==> src/sv/rmfh_pkg.sv <==
`timescale 1ns / 1ps
// ----------------------------------------------------------------------------
// rmfh_pkg
// Types, status codes and helpers shared by the recursive lock block.
// ----------------------------------------------------------------------------
package rmfh_pkg;

  // Thread ids above the supported range wrap modulo this count
  localparam int MAX_THREADS = 16;

  localparam logic OP_ACQUIRE = 1'b0;
  localparam logic OP_RELEASE = 1'b1;

  localparam logic [3:0] ST_GOT_FREE       = 4'd0;
  localparam logic [3:0] ST_RECURSIVE      = 4'd1;
  localparam logic [3:0] ST_QUEUED         = 4'd2;
  localparam logic [3:0] ST_STILL_HELD     = 4'd3;
  localparam logic [3:0] ST_NOW_FREE       = 4'd4;
  localparam logic [3:0] ST_HANDED_OFF     = 4'd5;
  localparam logic [3:0] ST_NOT_OWNER      = 4'd6;
  localparam logic [3:0] ST_QUEUE_FULL     = 4'd7;
  localparam logic [3:0] ST_DEPTH_OVERFLOW = 4'd8;

  typedef struct packed {
    logic       operation;
    logic [3:0] thread_id;
  } rmfh_req_t;

  typedef struct packed {
    logic [3:0] status;
    logic [3:0] wake_thread;
    logic       owner_valid;
    logic [3:0] owner_thread;
    logic [7:0] hold_depth;
    logic [4:0] waiter_total;
  } rmfh_rsp_t;

  // Reduce a thread id modulo MAX_THREADS by repeated subtraction
  function automatic logic [3:0] tid_wrap(input logic [3:0] tid);
    logic [8:0] v;
    v = {5'b0, tid};
    for (int i = 0; i < 8; i++) begin
      if (v >= 9'(MAX_THREADS)) begin
        v = v - 9'(MAX_THREADS);
      end
    end
    return v[3:0];
  endfunction

endpackage

==> src/sv/rmfh_ifs.sv <==
`timescale 1ns / 1ps
// ----------------------------------------------------------------------------
// rmfh_req_if / rmfh_rsp_if
// Valid/ready channels for lock requests and lock responses.
// ----------------------------------------------------------------------------
interface rmfh_req_if;
  logic                 valid;
  logic                 ready;
  rmfh_pkg::rmfh_req_t req;

  modport source (output valid, output req, input ready);
  modport sink   (input valid, input req, output ready);
endinterface

interface rmfh_rsp_if;
  logic                 valid;
  logic                 ready;
  rmfh_pkg::rmfh_rsp_t rsp;

  modport source (output valid, output rsp, input ready);
  modport sink   (input valid, input rsp, output ready);
endinterface

==> src/sv/recursive_mutex_fifo_handoff.sv <==
`timescale 1ns / 1ps
// ----------------------------------------------------------------------------
// recursive_mutex_fifo_handoff
// Recursive lock with a FIFO of waiting threads and hand-off on release.
// ----------------------------------------------------------------------------
// A request is registered on acceptance and decided in the execute state; its response
// is registered once the output is empty or being taken. New requests are accepted only
//   in the idle state. The queue head is read from waiter memory into a register.
// Reset: synchronous, active low; the lock is free and the waiter queue empty.
//   Waiter memory contents are not cleared; only queued entries are read.
module recursive_mutex_fifo_handoff #(
  parameter int QUEUE_DEPTH = 16,
  parameter int DEPTH_BITS  = 8
) (
  input  logic               clk,
  input  logic               rst_n,
  rmfh_req_if.sink           in_if,
  rmfh_rsp_if.source         out_if
);
  import rmfh_pkg::*;

  localparam int PTR_W = (QUEUE_DEPTH > 1) ? $clog2(QUEUE_DEPTH) : 1;
  localparam int CNT_W = $clog2(QUEUE_DEPTH + 1);

  localparam logic S_IDLE = 1'b0;
  localparam logic S_EXEC = 1'b1;

  logic state_r, state_nxt;

  // Lock state
  logic                  held_r, held_nxt;
  logic [3:0]            owner_r, owner_nxt;
  logic [DEPTH_BITS-1:0] depth_r, depth_nxt;
  logic [PTR_W-1:0]      head_r, head_nxt;
  logic [PTR_W-1:0]      tail_r, tail_nxt;
  logic [CNT_W-1:0]      cnt_r, cnt_nxt;

  // Waiter memory
  logic [3:0]            wq_mem [QUEUE_DEPTH];
  logic [3:0]            wq_rd_r;
  logic                  wq_we;

  logic [3:0]            req_op_tid_r;
  logic                  req_op_r;

  rmfh_rsp_t             rsp_r, rsp_nxt;
  logic                  out_valid_r;

  logic                  in_acc;
  logic                  exec_done;
  logic [3:0]            status;
  logic [3:0]            wake;
  logic                  queue_full;
  logic [DEPTH_BITS+7:0] depth_ext;
  logic [CNT_W+4:0]      cnt_ext;

  function automatic logic [PTR_W-1:0] next_slot(input logic [PTR_W-1:0] p);
    return (p == PTR_W'(QUEUE_DEPTH - 1)) ? '0 : p + PTR_W'(1);
  endfunction

  assign in_acc    = in_if.valid && in_if.ready;
  assign in_if.ready = (state_r == S_IDLE);
  assign exec_done = (state_r == S_EXEC) && (!out_valid_r || out_if.ready);
  assign queue_full = (cnt_r == CNT_W'(QUEUE_DEPTH));

  // Decide the request against the current lock state
  always_comb begin
    held_nxt  = held_r;
    owner_nxt = owner_r;
    depth_nxt = depth_r;
    head_nxt  = head_r;
    tail_nxt  = tail_r;
    cnt_nxt   = cnt_r;
    wake      = 4'd0;
    wq_we     = 1'b0;
    if (req_op_r == OP_ACQUIRE) begin
      priority if (!held_r) begin
        held_nxt  = 1'b1;
        owner_nxt = req_op_tid_r;
        depth_nxt = DEPTH_BITS'(1);
        status    = ST_GOT_FREE;
      end else if (owner_r == req_op_tid_r) begin
        if (depth_r == '1) begin
          status = ST_DEPTH_OVERFLOW;
        end else begin
          depth_nxt = depth_r + DEPTH_BITS'(1);
          status    = ST_RECURSIVE;
        end
      end else if (queue_full) begin
        status = ST_QUEUE_FULL;
      end else begin
        wq_we    = 1'b1;
        tail_nxt = next_slot(tail_r);
        cnt_nxt  = cnt_r + CNT_W'(1);
        status   = ST_QUEUED;
      end
    end else begin
      priority if (!held_r || owner_r != req_op_tid_r) begin
        status = ST_NOT_OWNER;
      end else if (depth_r > DEPTH_BITS'(1)) begin
        depth_nxt = depth_r - DEPTH_BITS'(1);
        status    = ST_STILL_HELD;
      end else if (cnt_r == '0) begin
        held_nxt  = 1'b0;
        owner_nxt = 4'd0;
        depth_nxt = '0;
        status    = ST_NOW_FREE;
      end else begin
        wake      = wq_rd_r;
        head_nxt  = next_slot(head_r);
        cnt_nxt   = cnt_r - CNT_W'(1);
        owner_nxt = wq_rd_r;
        depth_nxt = DEPTH_BITS'(1);
        status    = ST_HANDED_OFF;
      end
    end
  end

  // Build the response from the post-step state
  always_comb begin
    depth_ext            = {8'b0, depth_nxt};
    cnt_ext              = {5'b0, cnt_nxt};
    rsp_nxt.status       = status;
    rsp_nxt.wake_thread  = wake;
    rsp_nxt.owner_valid  = held_nxt;
    rsp_nxt.owner_thread = owner_nxt;
    rsp_nxt.hold_depth   = depth_ext[7:0];
    rsp_nxt.waiter_total = cnt_ext[4:0];
  end

  // Advance the sequencer
  always_comb begin
    state_nxt = state_r;
    unique case (state_r)
      S_IDLE: begin
        if (in_acc) begin
          state_nxt = S_EXEC;
        end
      end
      S_EXEC: begin
        if (exec_done) begin
          state_nxt = S_IDLE;
        end
      end
      default: state_nxt = S_IDLE;
    endcase
  end

  // Control and lock state registers
  always_ff @(posedge clk) begin
    if (!rst_n) begin
      state_r     <= S_IDLE;
      held_r      <= 1'b0;
      owner_r     <= 4'd0;
      depth_r     <= '0;
      head_r      <= '0;
      tail_r      <= '0;
      cnt_r       <= '0;
      out_valid_r <= 1'b0;
    end else begin
      state_r <= state_nxt;
      if (exec_done) begin
        held_r      <= held_nxt;
        owner_r     <= owner_nxt;
        depth_r     <= depth_nxt;
        head_r      <= head_nxt;
        tail_r      <= tail_nxt;
        cnt_r       <= cnt_nxt;
        out_valid_r <= 1'b1;
      end else if (out_if.ready) begin
        out_valid_r <= 1'b0;
      end
    end
  end

  // Capture the request and the response payload
  always_ff @(posedge clk) begin
    if (in_acc) begin
      req_op_r     <= in_if.req.operation;
      req_op_tid_r <= tid_wrap(in_if.req.thread_id);
    end
    if (exec_done) begin
      rsp_r <= rsp_nxt;
    end
  end

  // Waiter memory: write the tail, read the head every cycle
  always_ff @(posedge clk) begin
    if (exec_done && wq_we) begin
      wq_mem[tail_r] <= req_op_tid_r;
    end
    wq_rd_r <= wq_mem[head_r];
  end

  assign out_if.valid = out_valid_r;
  assign out_if.rsp   = rsp_r;

  // Checks
  a_cnt_bound: assert property (@(posedge clk) disable iff (!rst_n)
    cnt_r <= CNT_W'(QUEUE_DEPTH))
    else $error("waiter count exceeds queue depth");

  a_free_clean: assert property (@(posedge clk) disable iff (!rst_n)
    !held_r |-> (owner_r == 4'd0 && depth_r == '0))
    else $error("free lock carries owner or depth");

  a_held_depth: assert property (@(posedge clk) disable iff (!rst_n)
    held_r |-> depth_r != '0)
    else $error("held lock with zero depth");

  a_accept_exec: assert property (@(posedge clk) disable iff (!rst_n)
    in_acc |=> state_r == S_EXEC)
    else $error("accepted transaction not executed");

  a_handoff_owner: assert property (@(posedge clk) disable iff (!rst_n)
    (out_valid_r && rsp_r.status == ST_HANDED_OFF) |->
      (rsp_r.owner_thread == rsp_r.wake_thread && rsp_r.owner_valid))
    else $error("hand-off response disagrees with new owner");

endmodule
==> src/flat_wrapper.sv <==
// flat-port wrapper written by rule: the top's interface ports become plain ports
module recursive_mutex_fifo_handoff_flat import rmfh_pkg::*;
#(
  parameter int QUEUE_DEPTH = 16,
  parameter int DEPTH_BITS  = 8
)
  (clk, rst_n, in_if_valid, in_if_req, in_if_ready, out_if_valid, out_if_rsp, out_if_ready);
  rmfh_req_if in_if_i ();
  rmfh_rsp_if out_if_i ();
  input  logic clk;
  input  logic rst_n;
  input wire logic [$bits(in_if_i.valid)-1:0] in_if_valid;
  input wire logic [$bits(in_if_i.req)-1:0] in_if_req;
  output wire logic [$bits(in_if_i.ready)-1:0] in_if_ready;
  output wire logic [$bits(out_if_i.valid)-1:0] out_if_valid;
  output wire logic [$bits(out_if_i.rsp)-1:0] out_if_rsp;
  input wire logic [$bits(out_if_i.ready)-1:0] out_if_ready;
  assign in_if_i.valid = in_if_valid;
  assign in_if_i.req = in_if_req;
  assign in_if_ready = in_if_i.ready;
  assign out_if_valid = out_if_i.valid;
  assign out_if_rsp = out_if_i.rsp;
  assign out_if_i.ready = out_if_ready;
  recursive_mutex_fifo_handoff #(.QUEUE_DEPTH(QUEUE_DEPTH), .DEPTH_BITS(DEPTH_BITS)) u_core (.clk(clk), .rst_n(rst_n), .in_if(in_if_i), .out_if(out_if_i));
endmodule
==> config.mk <==
export PLATFORM = sky130hd
export DESIGN_NAME = recursive_mutex_fifo_handoff_flat
export DESIGN_NICKNAME = d
export VERILOG_FILES = /design/src/sv/rmfh_pkg.sv /design/src/sv/rmfh_ifs.sv /design/src/sv/recursive_mutex_fifo_handoff.sv /design/src/flat_wrapper.sv
export SDC_FILE = /design/constraint.sdc
export NUM_CORES = 1
export LEC_CHECK = 0
export BUFFER_PORTS_ARGS = -buffer_cell sky130_fd_sc_hd__buf_2
export CORE_MARGIN = 4
export CORE_UTILIZATION = 55
export DETAILED_ROUTE_END_ITERATION = 16
export PLACE_DENSITY_LB_ADDON = 0.12
export SYNTH_ARGS = -nofsm -noshare
export SYNTH_HDL_FRONTEND = slang
export SYNTH_SLANG_ARGS = --single-unit
==> constraint.sdc <==
create_clock -name clk -period 2.34 [get_ports clk]
set_clock_uncertainty 0.15 [all_clocks]
set_input_delay 0 -clock clk [delete_from_list [all_inputs] [get_ports clk]]
set_output_delay 0 -clock clk [all_outputs]
set_load 0.1 [all_outputs]
After elaboration in Yosys (flattened, before gate mapping)

Memories as Yosys holds them, arrays and structs flattened. A register that Yosys moved wholly into a read port is not among the register bits.
Cells that the tools add are included.

Memories: 1
Input port bits: 9
RAM bits: 64
Register bits: 59
Word-level logic and storage cells: 93

Memory list:

| memory        | depth | width | read ports | clocked after memory_dff | wr ports | line                               | source |
|---|---|---|---|---|---|---|---|
| u_core.wq_mem | 16    | 4     | 1          | 1                        | 1        | recursive_mutex_fifo_handoff.sv:39 | `logic [3:0] wq_mem [QUEUE_DEPTH];` |

Add/sub/neg operators: 6
Bitwise operators: 7
Reduce and logical (&&, ||, !) cells: 12
Eq/ne operators: 6
$lt $le $gt $ge: 1
Mux-type cells: 44

Operator list:

| operator              | count |
|---|---|
| $mux W4               | 13 |
| $mux W8               | 6 |
| $mux W5               | 7 |
| $mux W1               | 16 |
| $reduce_and A5 Y1     | 2 |
| $add A4 B1 Y4 const B | 2 |
| $add A8 B1 Y8 const B | 1 |
| $eq A4 B4 Y1 const B  | 2 |
| $eq A8 B8 Y1 const B  | 1 |
| $gt A8 B1 Y1 const B  | 1 |
| $sub A8 B1 Y8 const B | 1 |
| $not A1 Y1            | 7 |
| $add A5 B1 Y5 const B | 1 |
| $eq A5 B5 Y1 const B  | 1 |
| $logic_not A5 Y1      | 1 |
| $sub A5 B1 Y5 const B | 1 |
| $eq A4 B4 Y1          | 1 |
| $ne A4 B4 Y1          | 1 |
| $logic_and A1 B1 Y1   | 3 |
| $mux W3               | 1 |
| $reduce_or A3 Y1      | 1 |
| $logic_not A1 Y1      | 2 |
| $logic_or A1 B1 Y1    | 2 |
| $pmux W1 S2           | 1 |
| $reduce_bool A2 Y1    | 1 |

Depth between registers and ports, before layout

Word-level depth: 8
Depth in mapped cells: 9

Worst setup path after synthesis

OpenSTA, ideal clock, no wires.

Path type: reg2reg
From: register u_core.out_valid_r, in the netlist u_core.out_if.valid
To: register u_core.depth_r[3]
Buffers on the path: 2
Setup slack: -481 ps
Arrival time: 2565 ps
Cell stages (with the launch flop): 8
Required time: 2084 ps
Cell sequence: dfxtp_1 nand2b_1 nand2_1 inv_1 buf_2 clkbuf_1 o2111ai_1 o311ai_0

Word-level cells in the longest chain between the ends: 3

Ends and longest elaborated chain:

| element                | line                                | source |
|---|---|---|
| from (decl)            | recursive_mutex_fifo_handoff.sv:47  | `logic out_valid_r;` |
| from (signal assigned) | recursive_mutex_fifo_handoff.sv:159 | `out_valid_r <= 1'b0;` |
| from (signal assigned) | recursive_mutex_fifo_handoff.sv:169 | `out_valid_r <= 1'b1;` |
| from (signal assigned) | recursive_mutex_fifo_handoff.sv:171 | `out_valid_r <= 1'b0;` |
| $logic_not A1 Y1       | recursive_mutex_fifo_handoff.sv:63  | `assign exec_done = (state_r == S_EXEC) && (!out_valid_r \|\| out_if.ready);` |
| $logic_or A1 B1 Y1     | recursive_mutex_fifo_handoff.sv:63  |  |
| $logic_and A1 B1 Y1    | recursive_mutex_fifo_handoff.sv:63  |  |
| via u_core.exec_done   | recursive_mutex_fifo_handoff.sv:50  | `logic exec_done;` |
| to (signal assigned)   | recursive_mutex_fifo_handoff.sv:165 | `depth_r <= depth_nxt;` |
| to (decl)              | recursive_mutex_fifo_handoff.sv:33  | `logic [DEPTH_BITS-1:0] depth_r, depth_nxt;` |

The timed path passes the listed nets, and every way through them passes these cells.
A chain may end at the register's enable or synchronous reset.

Worst setup path in the final report

From: register u_core.depth_r[3]
To: register u_core.rsp_r, in the netlist u_core.out_if.rsp[10], data pin

Word-level cells in the longest chain between the ends: 5

Ends and longest elaborated chain:

| element                                       | line                                                                   | source |
|---|---|---|
| $add A8 B1 Y8 or $eq A8 B8 Y1 (tied branches) | recursive_mutex_fifo_handoff.sv:86, recursive_mutex_fifo_handoff.sv:83 |  |
| $mux W8                                       | recursive_mutex_fifo_handoff.sv:83                                     | `if (depth_r == '1) begin` |
| $mux W8                                       | recursive_mutex_fifo_handoff.sv:82                                     | `end else if (owner_r == req_op_tid_r) begin` |
| $mux W8                                       | recursive_mutex_fifo_handoff.sv:77                                     | `priority if (!held_r) begin` |
| $mux W8 *                                     | recursive_mutex_fifo_handoff.sv:76                                     | `if (req_op_r == OP_ACQUIRE) begin` |
| via u_core.depth_nxt[5]                       | recursive_mutex_fifo_handoff.sv:33                                     |  |
| to (signal assigned)                          | recursive_mutex_fifo_handoff.sv:183                                    | `rsp_r <= rsp_nxt;` |
| to (decl)                                     | recursive_mutex_fifo_handoff.sv:46                                     | `rmfh_rsp_t rsp_r, rsp_nxt;` |

The timed path passes the listed nets; every way through them passes the cells marked *.

==> metrics.md <==
| Metric | Value |
|---|---|
| Area of the die | approximately 13000 um^2 |
| Largest fanout on the critical path | 6 |
| Final setup violation count | 0 |
| Power Total | approximately 5700 uW |
| Share of synthesized registers carrying an async set or reset | 0% |
| Leading cell type in the layout, fill and taps excluded | edfxtp_1 |
| Critical path's slowest cell | or4_4 |
| Lkg Pwr | 0.00261 uW |
| Family of cells with the greatest summed delay on the critical path | simple AND/OR/NAND/NOR gates |
| Synthesis Warnings | 0 |
| Synth cell types | 70 |
| Min-Delay Path Class | input pin to flop |
| Clock sinks | between 100 and 150 |
| Total grt overflow | 0 |
| Share of the cycle needed by the critical path after routing | 98.8% |
| Peak clock frequency supported by timing | 0.432 GHz |
| Vias in the first global route | 4455 |
| Transition time of the tightest slew-check pin | 0.594 ns |
| Worst endpoint required time | around 2.5 ns |
| Vertical extent of the die | between 100 and 150 um |
| Final WL | between 10000 and 15000 um |
| First-iteration detailed-routing DRC count | approximately 350 |
| First-pass GRT wire length | 23700 um |
| # diodes | 0 |
| Total routing resource utilization after global routing | ~24% |
| Area taken by flip-flops and latches | ~3500 um^2 |
| Root Driver | clkbuf_8 |
| Antenna violations before repair | 1 |
| Total iterations of the first detailed-routing run | 6 |
| Top flip-flop cell by instance count after synthesis | edfxtp_1 |
| Worst setup timing slack at the placement stage | -0.0327 ns |
| Power density of the placed cells | roughly 770 nW/um^2 |
| Initial cell density of the core | between 50% and 60% |
| Maximum level of the CTS H-tree | 4 |
| HPWL after detailed placement | 9600 um |
| Die extent in x | around 110 um |
| Leading cell types in the layout, fill and taps excluded | edfxtp_1, buf_4, nand2_1 |
| Final Non-Filler Cells | between 700 and 800 |
| Gp weighted congestion | around 0.87 |
| Post-Syn Instances | 495 |
| Mean area per synthesized cell | around 12 um^2 |
| Number of fill cells | 761 |
| Synth-to-Final Area Change | 23.3% |
| Total of flip-flops plus latches after synthesis | 127 |
| Clock tree from TritonCTS | built |
| Number of routed nets with antenna violations | 0 |
| Critical Path, Cell by Cell | or4_4 -> or3_4 -> o31ai_4 -> o22a_1 -> mux2i_1 |
| WL/cell | 20.1 um |
| Clock insertion delay at the later pin of the skew report | 0.52 ns |
| Number of hold-slack violations in the final timing report | 0 |
| Count of nets after finishing | between 500 and 600 |
| Peak supply drop | between 500 and 600 uV |
| Minimum setup slack in the final design | about 0.027 ns |
| Rows | 37 |
| Max-capacitance violation count | 0 |
| Fraction of the yosys area taken by sequential cells | approximately three fifths |
| Final Max Slew Viols | 0 |
| Maximum number of buffers from clock root to sink | 2 |
| TritonCTS Buffers | 17 |
| CTS clock-pin slew for the worst setup and hold paths | around 0.06 ns |
| Tightest hold margin | between 0.04 and 0.05 ns |
| Area of the multi-input gates | ~2400 um^2 |
| Arrival @ worst endpoint | ~2.4 ns |
| Count of boundary I/O pins | 37 |
| Post-route core utilization | 70.4% |
| Total DRC errors in the routed layout | 0 |
| Outcome | finished clean |
| Crit path buf inv count | 0 |
| Post-synthesis instance area | 5970 um^2 |
| Via/cell ratio | 6.20 |
| Largest net degree at the start of global routing | 56 |
| Nets in the synthesized netlist | between 500 and 600 |
| Placed cell count | 679 |
| Category of the worst setup path launch point | flop |
| Final critical-path required period | 2.31 ns |
| Port bufs | 36 |
| Area inside the core boundary | between 10000 and 15000 um^2 |
| Number of enable flip-flop cells after synthesis | 95 |
| Setup repair after global routing missed its margin | yes |
| Ratio of cells with drive above 1 in the final layout | between 20% and 30% |
| Sort of element at the end of the critical path | flop |
| Total via count in the routed design | ~4.5k |
| Class of the most critical setup path | flop to flop |
| Delay of the slowest cell on the worst path | 0.58 ns |
| Worst-case headroom to the max-slew limit | 60.4% |
state kept, by name, indices dropped and copies added (netlist names):
name and flops:
u_core.owner_r 4, u_core.tail_r 4, u_core.cnt_r 5, u_core.req_op_r 1, u_core.state_r 1, u_core.head_r 4, u_core.held_r 1, u_core.out_if.rsp 26
u_core.wq_mem 64, u_core.req_op_tid_r 4, u_core.wq_rd_r 4, u_core.depth_r 8, u_core.out_if.valid 1
metal layers:
| layer | vias to the layer above | share of wire [%] | global-route usage, % |
|---|---|---|---|
| li1 | 2071 | - | - |
| met1 | 2162 | 45 | 33.9 |
| met2 | 212 | 46 | 35.4 |
| met3 | 26 | 8.1 | 7.98 |
| met4 | 2 | 1.5 | 8.17 |
| met5 | - | 0.090 | 0 |
cell families after synthesis:
group,Yosys count,share of synthesized area [%]
compound gates,104,12.6
xor+xnor,10,1.47
buf+inv,49,3.44
simple gates,165,15.2
mux,30,6.73
fa+ha+maj,10,2.10
flops,127,58.5
synthesized netlist by cell type (10+ instances only):
| cell type | n | share of area [%] |
|---|---|---|
| and2_1 | 14 | 1.5 |
| inv_1 | 13 | 0.82 |
| dfxtp_1 | 32 | 11 |
| nand2_1 | 42 | 2.6 |
| nor3_1 | 16 | 1.3 |
| clkbuf_1 | 25 | 1.6 |
| nand4_1 | 11 | 1.2 |
| a21oi_1 | 12 | 1.0 |
| o21ai_0 | 23 | 1.9 |
| a221oi_1 | 12 | 1.8 |
| mux2i_1 | 21 | 3.5 |
| ha_1 | 10 | 2.1 |
| edfxtp_1 | 95 | 48 |
| a31oi_1 | 10 | 1.0 |
| nor2_1 | 21 | 1.3 |
| nand3_1 | 20 | 1.7 |
per-stage QoR:
step                 TNS, ns  area (um^2)
floorplan           -0.00164         6040
global placement           0         6620
detailed placement   -0.0327         6620
CTS                        0         7290
global route          -0.195         7360
finish                     0         7360
final timing paths:
kind	to	from	cells past startpoint	slack [ns]
setup / recovery	u_core.out_if.rsp[10]$_DFFE_PN_	u_core.depth_r[3]$_SDFFE_PN0N_	5	0.03
setup reg to reg	u_core.out_if.rsp[10]$_DFFE_PN_	u_core.depth_r[3]$_SDFFE_PN0N_	5	0.03
hold / removal	u_core.req_op_tid_r[0]$_DFFE_PP_	in_if_req[0]	2	0.04
hold reg to reg	u_core.owner_r[1]$_SDFFE_PN0N_	u_core.wq_rd_r[1]$_DFF_P_	2	0.34
final cells by class:
type / count / share of cell area [%]
clock buffer: 17 / 5.63
clock inverter: 15 / 2.18
inverter: 14 / 0.714
multi-input combinational: 319 / 32.6
sequential: 127 / 47.5
tap: 136 / 2.31
timing repair buffer: 93 / 9.08
report_power, final:
part,internal (uW),switching (uW)
logic,167,470
clock network,1530,1000
registers,2480,36.9
timing repair:
action	CTS	global route
pin swaps	0	7
hold buffers	9	0
resized for setup	2	16
endpoints found under the setup margin	7	57
buffers inserted	0	1
endpoints found under the hold margin	34	0
No activity file was read; power rests on OpenSTA's default activity.
